===== config.mk =====
export PLATFORM = sky130hd
export DESIGN_NAME = bldc_hall_commutation_controller
export DESIGN_NICKNAME = d
export VERILOG_FILES = /design/src/rtl/bhc_pkg.sv /design/src/rtl/bhc_front.sv /design/src/rtl/bhc_queue.sv /design/src/rtl/bhc_back.sv /design/src/rtl/bldc_hall_commutation_controller.sv
export SDC_FILE = /design/constraint.sdc
export NUM_CORES = 1
export LEC_CHECK = 0
export ABC_AREA = 1
export BUFFER_PORTS_ARGS = -buffer_cell sky130_fd_sc_hd__buf_2
export CAP_MARGIN = 20
export CORE_MARGIN = 1.5
export CORE_UTILIZATION = 48
export DETAILED_ROUTE_END_ITERATION = 8
export GPL_TIMING_DRIVEN = 0
export PLACE_DENSITY = 0.72
export SETUP_SLACK_MARGIN = 0.2
export SLEW_MARGIN = 20
export SYNTH_ARGS = -nofsm -noshare
export SYNTH_HDL_FRONTEND = slang
export SYNTH_SLANG_ARGS = --single-unit

===== constraint.sdc =====
create_clock -name i_clk -period 4.9 [get_ports i_clk]
set_input_delay 0.49 -clock i_clk [delete_from_list [all_inputs] [get_ports i_clk]]
set_output_delay 0.49 -clock i_clk [all_outputs]
set_load 0.02 [all_outputs]

===== src/rtl/bhc_pkg.sv =====
// ----------------------------------------------------------------------------
// bhc_pkg
// Shared types, constants and commutation tables of the hall commutation
// controller.
// ----------------------------------------------------------------------------
`default_nettype none

package bhc_pkg;

    // widths
    localparam int TIME_W    = 32;
    localparam int HALL_W    = 3;
    localparam int LEVEL_W   = 8;
    localparam int DUTY_W    = 16;
    localparam int PERIOD_W  = 16;
    localparam int CFG_IDX_W = 3;
    localparam int CFG_DAT_W = 32;
    localparam int PROD_W    = LEVEL_W + DUTY_W;

    // packet type field of a received byte
    localparam logic [7:0] PKT_TYPE_MASK = 8'hC0;
    localparam logic [7:0] PKT_THROTTLE  = 8'h00;

    // phase enable with every channel on
    localparam logic [2:0] EN_ALL = 3'b111;

    // sector used for invalid hall codes
    localparam logic [2:0] SECTOR_IDLE = 3'd6;

    // register reset values
    localparam logic                 RST_DIR      = 1'b0;
    localparam logic [DUTY_W-1:0]    RST_PWM      = 16'd1023;
    localparam logic [LEVEL_W-1:0]   RST_BRAKE    = 8'd20;
    localparam logic [PERIOD_W-1:0]  RST_TIMEOUT  = 16'd16000;
    localparam logic [7:0]           RST_DEBOUNCE = 8'd10;
    localparam logic [TIME_W-1:0]    RST_REPORT   = 32'd100000;

    // register indexes
    typedef enum logic [CFG_IDX_W-1:0] {
        CFG_DIRECTION = 3'd0,
        CFG_PWM       = 3'd1,
        CFG_BRAKE     = 3'd2,
        CFG_TIMEOUT   = 3'd3,
        CFG_DEBOUNCE  = 3'd4,
        CFG_REPORT    = 3'd5
    } t_cfg_idx;

    // configuration register set
    typedef struct packed {
        logic                direction_select;
        logic [DUTY_W-1:0]   pwm_limit;
        logic [LEVEL_W-1:0]  brake_threshold;
        logic [PERIOD_W-1:0] speed_timeout_us;
        logic [7:0]          debounce_passes;
        logic [TIME_W-1:0]   report_interval_us;
    } t_cfg;

    // one control pass request
    typedef struct packed {
        logic [HALL_W-1:0] hall_bits;
        logic [TIME_W-1:0] now_us;
        logic              byte_valid;
        logic [7:0]        rx_byte;
    } t_in_item;

    // one pass result
    typedef struct packed {
        logic [2:0]          phase_enable;
        logic [DUTY_W-1:0]   duty_a;
        logic [DUTY_W-1:0]   duty_b;
        logic [DUTY_W-1:0]   duty_c;
        logic                braking;
        logic [PERIOD_W-1:0] speed_period_us;
        logic                report_strobe;
    } t_out_item;

    // classified pass handed from front to back
    typedef struct packed {
        logic [2:0]          sector;
        logic [LEVEL_W-1:0]  throttle;
        logic [PERIOD_W-1:0] period;
        logic                strobe;
    } t_cmd;

    // raw hall code to sector
    function automatic logic [2:0] sector_of_hall(input logic [HALL_W-1:0] hall);
        logic [2:0] s;
        unique case (hall)
            3'd0:    s = 3'd6;
            3'd1:    s = 3'd4;
            3'd2:    s = 3'd2;
            3'd3:    s = 3'd3;
            3'd4:    s = 3'd0;
            3'd5:    s = 3'd5;
            3'd6:    s = 3'd1;
            default: s = SECTOR_IDLE;
        endcase
        return s;
    endfunction

    // sector to channel enables
    function automatic logic [2:0] enable_of_sector(input logic [2:0] sector);
        logic [2:0] e;
        unique case (sector)
            3'd0:    e = 3'd5;
            3'd1:    e = 3'd3;
            3'd2:    e = 3'd6;
            3'd3:    e = 3'd5;
            3'd4:    e = 3'd3;
            3'd5:    e = 3'd6;
            default: e = 3'd0;
        endcase
        return e;
    endfunction

    // sector to driven phases, forward
    function automatic logic [2:0] drive_fwd(input logic [2:0] sector);
        logic [2:0] d;
        unique case (sector)
            3'd0:    d = 3'd4;
            3'd1:    d = 3'd2;
            3'd2:    d = 3'd2;
            3'd3:    d = 3'd1;
            3'd4:    d = 3'd1;
            3'd5:    d = 3'd4;
            default: d = 3'd0;
        endcase
        return d;
    endfunction

    // sector to driven phases, reverse
    function automatic logic [2:0] drive_rev(input logic [2:0] sector);
        logic [2:0] d;
        unique case (sector)
            3'd0:    d = 3'd1;
            3'd1:    d = 3'd1;
            3'd2:    d = 3'd4;
            3'd3:    d = 3'd4;
            3'd4:    d = 3'd2;
            3'd5:    d = 3'd2;
            default: d = 3'd0;
        endcase
        return d;
    endfunction

endpackage

`default_nettype wire


===== src/rtl/bhc_front.sv =====
// ----------------------------------------------------------------------------
// bhc_front
// Accepts control passes: hall debounce, period measurement, pedal byte
// decode and the periodic stale-speed check. Emits one classified pass.
// ----------------------------------------------------------------------------
`default_nettype none

module bhc_front import bhc_pkg::*; (
    input  wire logic     i_clk,
    input  wire logic     i_rst_n,
    input  wire t_cfg     i_cfg,
    input  wire logic     i_take,
    input  wire t_in_item i_item,
    output t_cmd          o_cmd
);

    logic [HALL_W-1:0]   r_hall, n_hall;
    logic [7:0]          r_count, n_count;
    logic [TIME_W-1:0]   r_last_change, n_last_change;
    logic [PERIOD_W-1:0] r_period, n_period;
    logic [LEVEL_W-1:0]  r_throttle, n_throttle;
    logic [TIME_W-1:0]   r_last_report, n_last_report;

    logic [TIME_W-1:0]   w_dt_change;
    logic [TIME_W-1:0]   w_dt_report;
    logic [7:0]          w_count_inc;
    logic                w_accept_hall;
    logic                w_report;
    logic                w_stale;

    // elapsed times, modulo the timer width
    assign w_dt_change = i_item.now_us - r_last_change;
    assign w_dt_report = i_item.now_us - r_last_report;
    assign w_count_inc = r_count + 8'd1;

    assign w_accept_hall = (i_item.hall_bits != r_hall) && (w_count_inc == i_cfg.debounce_passes);
    assign w_report      = w_dt_report > i_cfg.report_interval_us;
    // a change accepted in this pass restarts the period, so it is never stale
    assign w_stale       = !w_accept_hall
                         && (w_dt_change > {{(TIME_W-PERIOD_W){1'b0}}, i_cfg.speed_timeout_us});

    // next state of one pass
    always_comb begin
        n_hall        = r_hall;
        n_count       = r_count;
        n_last_change = r_last_change;
        n_period      = r_period;
        n_throttle    = r_throttle;
        n_last_report = r_last_report;

        // debounce and period measurement
        if (i_item.hall_bits != r_hall) begin
            n_count = w_count_inc;
            if (w_accept_hall) begin
                n_count       = 8'd0;
                n_last_change = i_item.now_us;
                n_hall        = i_item.hall_bits;
                if (w_dt_change > {{(TIME_W-PERIOD_W){1'b0}}, i_cfg.speed_timeout_us}) begin
                    n_period = '0;
                end else begin
                    n_period = w_dt_change[PERIOD_W-1:0];
                end
            end
        end else begin
            n_count = 8'd0;
        end

        // pedal byte
        if (i_item.byte_valid && ((i_item.rx_byte & PKT_TYPE_MASK) == PKT_THROTTLE)) begin
            n_throttle = {i_item.rx_byte[5:0], 2'b00};
        end

        // periodic stale-speed check
        if (w_report) begin
            n_last_report = i_item.now_us;
            if (w_stale) begin
                n_period = '0;
            end
        end
    end

    // classified pass: sector from this pass's raw hall code, throttle and period from the state after this pass
    always_comb begin
        o_cmd.sector   = sector_of_hall(i_item.hall_bits);
        o_cmd.throttle = n_throttle;
        o_cmd.period   = n_period;
        o_cmd.strobe   = w_report;
    end

    // state registers
    always_ff @(posedge i_clk) begin
        if (!i_rst_n) begin
            r_hall        <= '0;
            r_count       <= '0;
            r_last_change <= '0;
            r_period      <= '0;
            r_throttle    <= '0;
            r_last_report <= '0;
        end else if (i_take) begin
            r_hall        <= n_hall;
            r_count       <= n_count;
            r_last_change <= n_last_change;
            r_period      <= n_period;
            r_throttle    <= n_throttle;
            r_last_report <= n_last_report;
        end
    end

endmodule

`default_nettype wire


===== src/rtl/bhc_queue.sv =====
// ----------------------------------------------------------------------------
// bhc_queue
// Two-entry queue of classified passes between front and back.
// ----------------------------------------------------------------------------
`default_nettype none

module bhc_queue import bhc_pkg::*; (
    input  wire logic i_clk,
    input  wire logic i_rst_n,
    input  wire logic i_push,
    input  wire t_cmd i_cmd,
    input  wire logic i_pop,
    output t_cmd      o_cmd,
    output logic      o_full,
    output logic      o_empty
);

    t_cmd       r_mem [2];
    logic       r_wptr, n_wptr;
    logic       r_rptr, n_rptr;
    logic [1:0] r_count, n_count;

    assign o_full  = r_count == 2'd2;
    assign o_empty = r_count == 2'd0;
    assign o_cmd   = r_mem[r_rptr];

    // pointer and fill update
    always_comb begin
        n_wptr  = i_push ? ~r_wptr : r_wptr;
        n_rptr  = i_pop  ? ~r_rptr : r_rptr;
        n_count = r_count + {1'b0, i_push} - {1'b0, i_pop};
    end

    always_ff @(posedge i_clk) begin
        if (!i_rst_n) begin
            r_wptr  <= 1'b0;
            r_rptr  <= 1'b0;
            r_count <= '0;
        end else begin
            r_wptr  <= n_wptr;
            r_rptr  <= n_rptr;
            r_count <= n_count;
        end
    end

    // entry storage
    always_ff @(posedge i_clk) begin
        if (i_push) begin
            r_mem[r_wptr] <= i_cmd;
        end
    end

endmodule

`default_nettype wire


===== src/rtl/bhc_back.sv =====
// ----------------------------------------------------------------------------
// bhc_back
// Carries out a classified pass: brake decision, phase tables and duty
// scaling into the output register.
// ----------------------------------------------------------------------------
`default_nettype none

module bhc_back import bhc_pkg::*; (
    input  wire logic  i_clk,
    input  wire logic  i_rst_n,
    input  wire t_cfg  i_cfg,
    input  wire logic  i_q_empty,
    input  wire t_cmd  i_cmd,
    output logic       o_pop,
    input  wire logic  i_out_stall,
    output logic       o_out_valid,
    output t_out_item  o_out_data
);

    logic        r_valid;
    t_out_item   r_data, n_data;
    logic [PROD_W-1:0] w_prod;
    logic [DUTY_W-1:0] w_duty;
    logic [2:0]  w_drv;
    logic        w_brake;

    // take the next pass when the output register is free or leaving
    assign o_pop = !i_q_empty && (!r_valid || !i_out_stall);

    // duty scaling: level * pwm limit / 256
    assign w_prod  = {{DUTY_W{1'b0}}, i_cmd.throttle} * {{LEVEL_W{1'b0}}, i_cfg.pwm_limit};
    assign w_duty  = w_prod[PROD_W-1:LEVEL_W];
    assign w_brake = (i_cmd.throttle < i_cfg.brake_threshold) && (i_cmd.period == '0);
    assign w_drv   = i_cfg.direction_select ? drive_fwd(i_cmd.sector)
                                            : drive_rev(i_cmd.sector);

    // result assembly
    always_comb begin
        n_data.duty_a          = '0;
        n_data.duty_b          = '0;
        n_data.duty_c          = '0;
        n_data.braking         = w_brake;
        n_data.speed_period_us = i_cmd.period;
        n_data.report_strobe   = i_cmd.strobe;
        if (w_brake) begin
            n_data.phase_enable = EN_ALL;
        end else begin
            n_data.phase_enable = enable_of_sector(i_cmd.sector);
            if (w_drv[2]) n_data.duty_a = w_duty;
            if (w_drv[1]) n_data.duty_b = w_duty;
            if (w_drv[0]) n_data.duty_c = w_duty;
        end
    end

    // output valid
    always_ff @(posedge i_clk) begin
        if (!i_rst_n) begin
            r_valid <= 1'b0;
        end else if (o_pop) begin
            r_valid <= 1'b1;
        end else if (!i_out_stall) begin
            r_valid <= 1'b0;
        end
    end

    // output payload
    always_ff @(posedge i_clk) begin
        if (o_pop) begin
            r_data <= n_data;
        end
    end

    assign o_out_valid = r_valid;
    assign o_out_data  = r_data;

endmodule

`default_nettype wire


===== src/rtl/bldc_hall_commutation_controller.sv =====
// ----------------------------------------------------------------------------
// bldc_hall_commutation_controller
// Six-step hall commutation controller: one request per control pass,
// one result per request.
// ----------------------------------------------------------------------------
// path: a request is queued, then popped into the back stage's output register
// throughput: one request per cycle unless the queue is full; a single duty
//   multiplier and output register retire one pass per cycle unless stalled
// reset: synchronous, active low; clears the motor state and queue and loads
//   the register defaults
`default_nettype none

module bldc_hall_commutation_controller import bhc_pkg::*; (
    input  wire logic                 i_clk,
    input  wire logic                 i_rst_n,
    // configuration write port
    input  wire logic                 i_cfg_we,
    input  wire logic [CFG_IDX_W-1:0] i_cfg_idx,
    input  wire logic [CFG_DAT_W-1:0] i_cfg_wdata,
    // request channel
    input  wire logic                 i_in_valid,
    output logic                      o_in_stall,
    input  wire t_in_item             i_in_data,
    // result channel
    output logic                      o_out_valid,
    input  wire logic                 i_out_stall,
    output t_out_item                 o_out_data
);

    t_cfg r_cfg;
    t_cmd w_front_cmd;
    t_cmd w_q_cmd;
    logic w_take;
    logic w_q_full;
    logic w_q_empty;
    logic w_pop;

    // configuration registers
    always_ff @(posedge i_clk) begin
        if (!i_rst_n) begin
            r_cfg.direction_select   <= RST_DIR;
            r_cfg.pwm_limit          <= RST_PWM;
            r_cfg.brake_threshold    <= RST_BRAKE;
            r_cfg.speed_timeout_us   <= RST_TIMEOUT;
            r_cfg.debounce_passes    <= RST_DEBOUNCE;
            r_cfg.report_interval_us <= RST_REPORT;
        end else if (i_cfg_we) begin
            unique case (t_cfg_idx'(i_cfg_idx))
                CFG_DIRECTION: r_cfg.direction_select   <= i_cfg_wdata[0];
                CFG_PWM:       r_cfg.pwm_limit          <= i_cfg_wdata[DUTY_W-1:0];
                CFG_BRAKE:     r_cfg.brake_threshold    <= i_cfg_wdata[LEVEL_W-1:0];
                CFG_TIMEOUT:   r_cfg.speed_timeout_us   <= i_cfg_wdata[PERIOD_W-1:0];
                CFG_DEBOUNCE:  r_cfg.debounce_passes    <= i_cfg_wdata[7:0];
                CFG_REPORT:    r_cfg.report_interval_us <= i_cfg_wdata[TIME_W-1:0];
                default: ;
            endcase
        end
    end

    // request handshake
    assign o_in_stall = w_q_full;
    assign w_take     = i_in_valid && !w_q_full;

    bhc_front u_front (
        .i_clk   (i_clk),
        .i_rst_n (i_rst_n),
        .i_cfg   (r_cfg),
        .i_take  (w_take),
        .i_item  (i_in_data),
        .o_cmd   (w_front_cmd)
    );

    bhc_queue u_queue (
        .i_clk   (i_clk),
        .i_rst_n (i_rst_n),
        .i_push  (w_take),
        .i_cmd   (w_front_cmd),
        .i_pop   (w_pop),
        .o_cmd   (w_q_cmd),
        .o_full  (w_q_full),
        .o_empty (w_q_empty)
    );

    bhc_back u_back (
        .i_clk       (i_clk),
        .i_rst_n     (i_rst_n),
        .i_cfg       (r_cfg),
        .i_q_empty   (w_q_empty),
        .i_cmd       (w_q_cmd),
        .o_pop       (w_pop),
        .i_out_stall (i_out_stall),
        .o_out_valid (o_out_valid),
        .o_out_data  (o_out_data)
    );

    // brake drives all channels at zero duty
    a_brake_outputs: assert property (@(posedge i_clk) disable iff (!i_rst_n)
        (o_out_valid && o_out_data.braking) |->
            (o_out_data.phase_enable == EN_ALL) && (o_out_data.duty_a == '0)
            && (o_out_data.duty_b == '0) && (o_out_data.duty_c == '0))
        else $error("brake result with drive applied");

    // brake only at standstill
    a_brake_standstill: assert property (@(posedge i_clk) disable iff (!i_rst_n)
        (o_out_valid && o_out_data.braking) |-> (o_out_data.speed_period_us == '0))
        else $error("brake result with nonzero speed");

    // a full queue always has an entry to hand to the back stage
    a_queue_full: assert property (@(posedge i_clk) disable iff (!i_rst_n)
        w_q_full |-> (!w_q_empty && (w_pop == !(o_out_valid && i_out_stall))))
        else $error("queue full without a pending pass");

    // a pass taken by the back stage shows up as a valid result
    a_pop_result: assert property (@(posedge i_clk) disable iff (!i_rst_n)
        w_pop |=> o_out_valid)
        else $error("popped pass produced no result");

endmodule

`default_nettype wire


=== Word level (Yosys, flattened, before mapping) ===
Memories as Yosys holds them, arrays and structs flattened. A register that Yosys moved wholly into a read port is not among the register bits.
Cells that the tools add are included.

* Register bits: 254
* Memory bits (writable): 56
* Bits of input ports: 84
* Output and inout bits: 71
* Word-level logic and storage cells: 114
* Memories: 1

{| class="wikitable"
|+ Memory list
! name !! words !! bits a word !! read ports !! clocked after memory_dff !! write ports !! RTL line !! text
|-
| u_queue.r_mem || 2 || 28 || 1 || 1 || 1 || bhc_queue.sv:18 || <nowiki>t_cmd r_mem [2];</nowiki>
|}

* Add/subtract/negate cells: 5
* $mul: 1
* Magnitude comparators: 3
* Eq/ne operators: 20
* Multiplexer cells: 19
* Bitwise gates (word level): 5
* Reduce and logical (&&, ||, !) cells: 37

{| class="wikitable"
|+ Operators by type and width
! kind !! number
|-
| $mux 16 || 5
|-
| $sub 32x32->32 || 2
|-
| $gt 32x16->1 || 1
|-
| $gt 32x32->1 || 1
|-
| $pmux 3 s3 || 3
|-
| $mul 8x16->24 || 1
|-
| $mux 8 || 3
|-
| $reduce_or 2->1 || 12
|-
| $eq 3x3->1 const B || 7
|-
| $eq 3x2->1 const B || 6
|-
| $pmux 3 s6 || 1
|-
| $logic_not 16->1 || 1
|-
| $reduce_and 2->1 || 7
|-
| $eq 3x1->1 const B || 3
|-
| $add 8x1->8 const B || 1
|-
| $eq 8x8->1 || 1
|-
| $logic_not 8->1 || 1
|-
| $lt 8x8->1 || 1
|-
| $logic_and 1x1->1 || 6
|-
| $logic_not 3->1 || 2
|-
| $mux 1 || 6
|-
| $logic_not 1->1 || 5
|-
| $not 1->1 || 5
|-
| $mux 3 || 1
|-
| other kinds (8) || 8
|}

=== Depth between registers and ports, before layout ===
* Depth in word-level cells: 7
* Depth in mapped cells: 28

=== Cells and area by module ===
From an unflattened synthesis, not the netlist that was laid out.

* Cell total of the unflattened synthesis: 3024
* Area total of the unflattened synthesis: 22671.7 µm²

{| class="wikitable"
|+ By module, submodules not included
! module !! times used !! cells an instance !! area an instance (µm²)
|-
| bhc_front || 1 || 1587 || 9913.3
|-
| bhc_back || 1 || 857 || 7139.3
|-
| bldc_hall_commutation_controller || 1 || 460 || 3270.6
|-
| bhc_queue || 1 || 120 || 2348.5
|}

=== Worst setup path after synthesis ===
Ideal clock, no wire load.

* Path kind: reg2reg
* Start: register (tool-made name)
* End: register u_back.r_data (netlist bit u_back.o_out_data[49]), data pin
* Data arrival time: 5044 ps
* Path slack: -409 ps
* Stages on the path, launching flop included: 22
* Buffers on the path: 3
* Clock period less this slack: 5309 ps
* Cells stage by stage: dfxtp_1 buf_4 buf_2 o21ai_0 clkbuf_1 nor2_1 fa_1 fa_1 fa_1 inv_1 fa_1 inv_1 ha_1 a21oi_1 nor2_1 a211oi_1 o21ai_0 a21oi_2 o21ai_1 a21oi_1 xor2_1 nor2_1

{| class="wikitable"
|+ RTL lines
! element !! RTL line !! text
|-
| to (signal assigned) || bhc_back.sv:69 || <nowiki>r_data <= n_data;</nowiki>
|-
| to (decl) || bhc_back.sv:21 || <nowiki>t_out_item r_data, n_data;</nowiki>
|}

==> summary.md <==
| Metric | Value |
|---|---|
| Min cycle time layout | approximately 5.3 ns |
| Async SR Flop Fraction | 0 |
| Top cell type's share of synthesized area | 0.178 |
| Violated checks | negative setup slack |
| Full die area | 45300 um^2 |
| Startpoint Class | flip-flop |
| Area leader, netlist | edfxtp_1 |
| DRC errors left | 0 |
| Die Y-Extent | 213 um |
| Grt total ovfl | 0 |
| Wire length per cell | 16.6 um |
| Storage cell area | roughly 7500 um^2 |
| Vias per cell | 5.24 |
| Max FO, Critical Path | 7 |
| Fill cells | ~3800 |
| Htree depth | 2 |
| Outcome | finished with violations |
| Flops & latches, synth | 311 |
| Routed WL | between 50 and 60 mm |
| Maximum root-to-sink buffer count | 3 |
| Initial antenna violation count | 5 |
| Final count of hold timing violations | 0 |
| Final period util | 1.08 |
| Setup Crit Path Kind | flip-flop to flip-flop |
| Top-count cell post-synth | nand2_1 |
| Seq/Total Area, Yosys | 0.354 |
| Post-Synth Simple-Gate Area | 0.200 |
| Class of the tightest hold or removal check | input port to flip-flop |
| Core area | 43300 um^2 |
| Syn avg cell area | 7.79 um^2 |
| RSZ-0062 raised after global routing | true |
| Area occupied by multi-input gates | 12400 um^2 |
| Netlist cell types | 60 |
| Layout cell share with drive strength beyond 1 | 0.181 |
| CTS tree | done |
| Number of flops mapped to enable cells by yosys | 125 |
| Total track usage | 0.259 |
| Post-synthesis cell area | 21100 um^2 |
| Setup_tns | -9.29 ns |
| Synthesized instance count | 2714 |
| Layout Nets | ~3300 |
| Fin util | 0.594 |
| CTS root buffer | clkbuf_16 |
| Setup crit end kind | flip-flop |
| Port Buffers | 153 |
| Synth top area cells | edfxtp_1, dfxtp_1, ha_1, nand2_1, inv_1 |
| First-iteration detailed-routing DRC count | around 1100 |
| First-pass GRT wire length | 92.2 mm |
| DRT antenna net count | 0 |
| Most frequently used flop master after synthesis | dfxtp_1 |
| Die width | 213 um |
| Num rows | 76 |
| XOR/XNOR Fraction of Synth Area | 0.0314 |
| Max-slew violations | 0 |
| YS warnings | 0 |
| Commonest cells post-synth | nand2_1, inv_1, nor2_1, a21oi_1, dfxtp_1 |
| Highest Clock Rate | 188 MHz |
| Largest net degree at the start of global routing | 57 |
| Worst Slack Setup Final | -0.416 ns |
| Slew @ Worst Pin | about 0.89 ns |
| Slew HR | 0.402 |
| Routed vias | 18807 |
| Initial DRT Pass Iterations | 6 |
| Clk_lat worst skew | around 0.56 ns |
| Syn nets | 3044 |
| Num Clock Sinks | 311 |
| Total CTS buffers | 36 |
| Compound-gate portion of the synthesized area | 0.133 |
| Worst EP arrival | 5.60 ns |
| Vias in the first global route | between 15000 and 20000 |
| Hold Crit Depth | 3 |
| Synth Area in Adders | 0.176 |
| Clock skew | 0.0186 ns |
| Synthesis-to-finish area growth | 21.6% |
| Initial core utilization | 0.488 |
| Data required time at the worst endpoint | between 5 and 6 ns |
| Max cap viols | 0 |
| CTS clk-pin slew, worst paths | ~0.06 ns |
| Final setup vio count | 40 |
| Placer Congestion | 0.938 |
| Top Ports | 155 |
| R2R depth | 23 |
| Multiplexer area fraction after synthesis | 0.00332 |
| Hpwl dp | 45.3 mm |
| Largest family of logic cells by synthesized area | simple AND/OR/NAND/NOR gates |
[critical path, cell delays in order (launching register included)]
cell and delay (ns):
dfxtp_4 0.37, inv_4 0.04, buf_8 0.12, or2_4 0.23, o21ai_4 0.10, buf_8 0.16
buf_12 0.12, nor2_2 0.04, fa_1 0.59, fa_1 0.44, fa_1 0.51, inv_2 0.05
fa_1 0.52, inv_2 0.05, ha_4 0.25, a21oi_4 0.14, nor2_2 0.06, a211oi_2 0.19
o21ai_2 0.11, a21oi_2 0.17, o21ai_2 0.12, a21oi_2 0.22, xor2_2 0.34, nor2_1 0.10
[cell families after synthesis]
group	after synthesis
DFF	311
buffers and inverters	560
xor gates and xnor gates	75
and+or+nand+nor	1003
muxes	7
adders and majority gates	246
AOI/OAI and AO/OA	512
[final cells by class]
class | instances | share of cell area
antenna | 5 | 0.000487
sequential | 311 | 0.291
clock buffer | 45 | 0.0389
inverter | 487 | 0.0721
buffer | 73 | 0.0180
timing repair buffer | 221 | 0.0585
multi-input combinational | 1843 | 0.482
tap | 585 | 0.0285
clock inverter | 20 | 0.00993
[metal layers]
layer / up-vias / track usage / wire length, um
met5: - / 0 / 45
met2: 577 / 0.478 / 30000
met1: 8849 / 0.287 / 23200
li1: 9197 / - / -
met3: 178 / 0.0375 / 3060
met4: 6 / 0.133 / 3260
[sequential cells by signal, indices dropped and copies added, names as in the netlist, 3 cells and up, named ones only]
register,count
r_cfg,81
u_front.r_hall,3
u_queue.r_mem,56
u_front.r_last_report,32
u_front.r_throttle,8
u_front.r_count,8
u_back.o_out_data,69
u_front.r_last_change,32
u_front.r_period,16
[path summary, 6_finish.rpt]
kind | from | to | slack [ns]
worst max-delay path | flip-flop | u_back.o_out_data[33] | -0.42
worst min-delay path | i_cfg_wdata[16] | r_cfg[16] | 0.16
worst max register to register | flip-flop | u_back.o_out_data[33] | -0.42
worst min register to register | u_queue.r_rptr | flip-flop | 0.44
[metrics by stage]
stage / cell area [um^2] / hold slack [ns] / setup slack [ns] / instances
3_3_place_gp: 22900 / 0.432 / -1.11 / 3452
3_5_place_dp: 23000 / 0.432 / -1.20 / 3455
6_report: 25700 / 0.164 / -0.416 / 3590
5_1_grt: 25700 / 0.176 / -0.472 / 3586
4_1_cts: 25000 / 0.143 / -0.218 / 3559
2_1_floorplan: 21400 / 0.418 / 0.129 / 2714
[layout by cell type, fill, tap and decap left out, drive strengths merged, types with 22 or more instances in the layout]
cell and count:
fa 85, a21oi 254, buf 248, ha 161, o21ai 197, inv 484
xor2 53, nand2 555, nor2 297, nand3 90, edfxtp 125, clkbuf 91
xnor2 22, o211ai 23, dfxtp 186
[timing repair]
item,CTS,global route
gates resized for setup,84,125
hold buffers,0,0
cloned,3,0
setup endpoints to repair,130,128
setup buffers,36,26
pin swaps,47,68
Power is not shown: default switching activity piles up to over one toggle a cycle in this logic, so the estimate is an artifact.
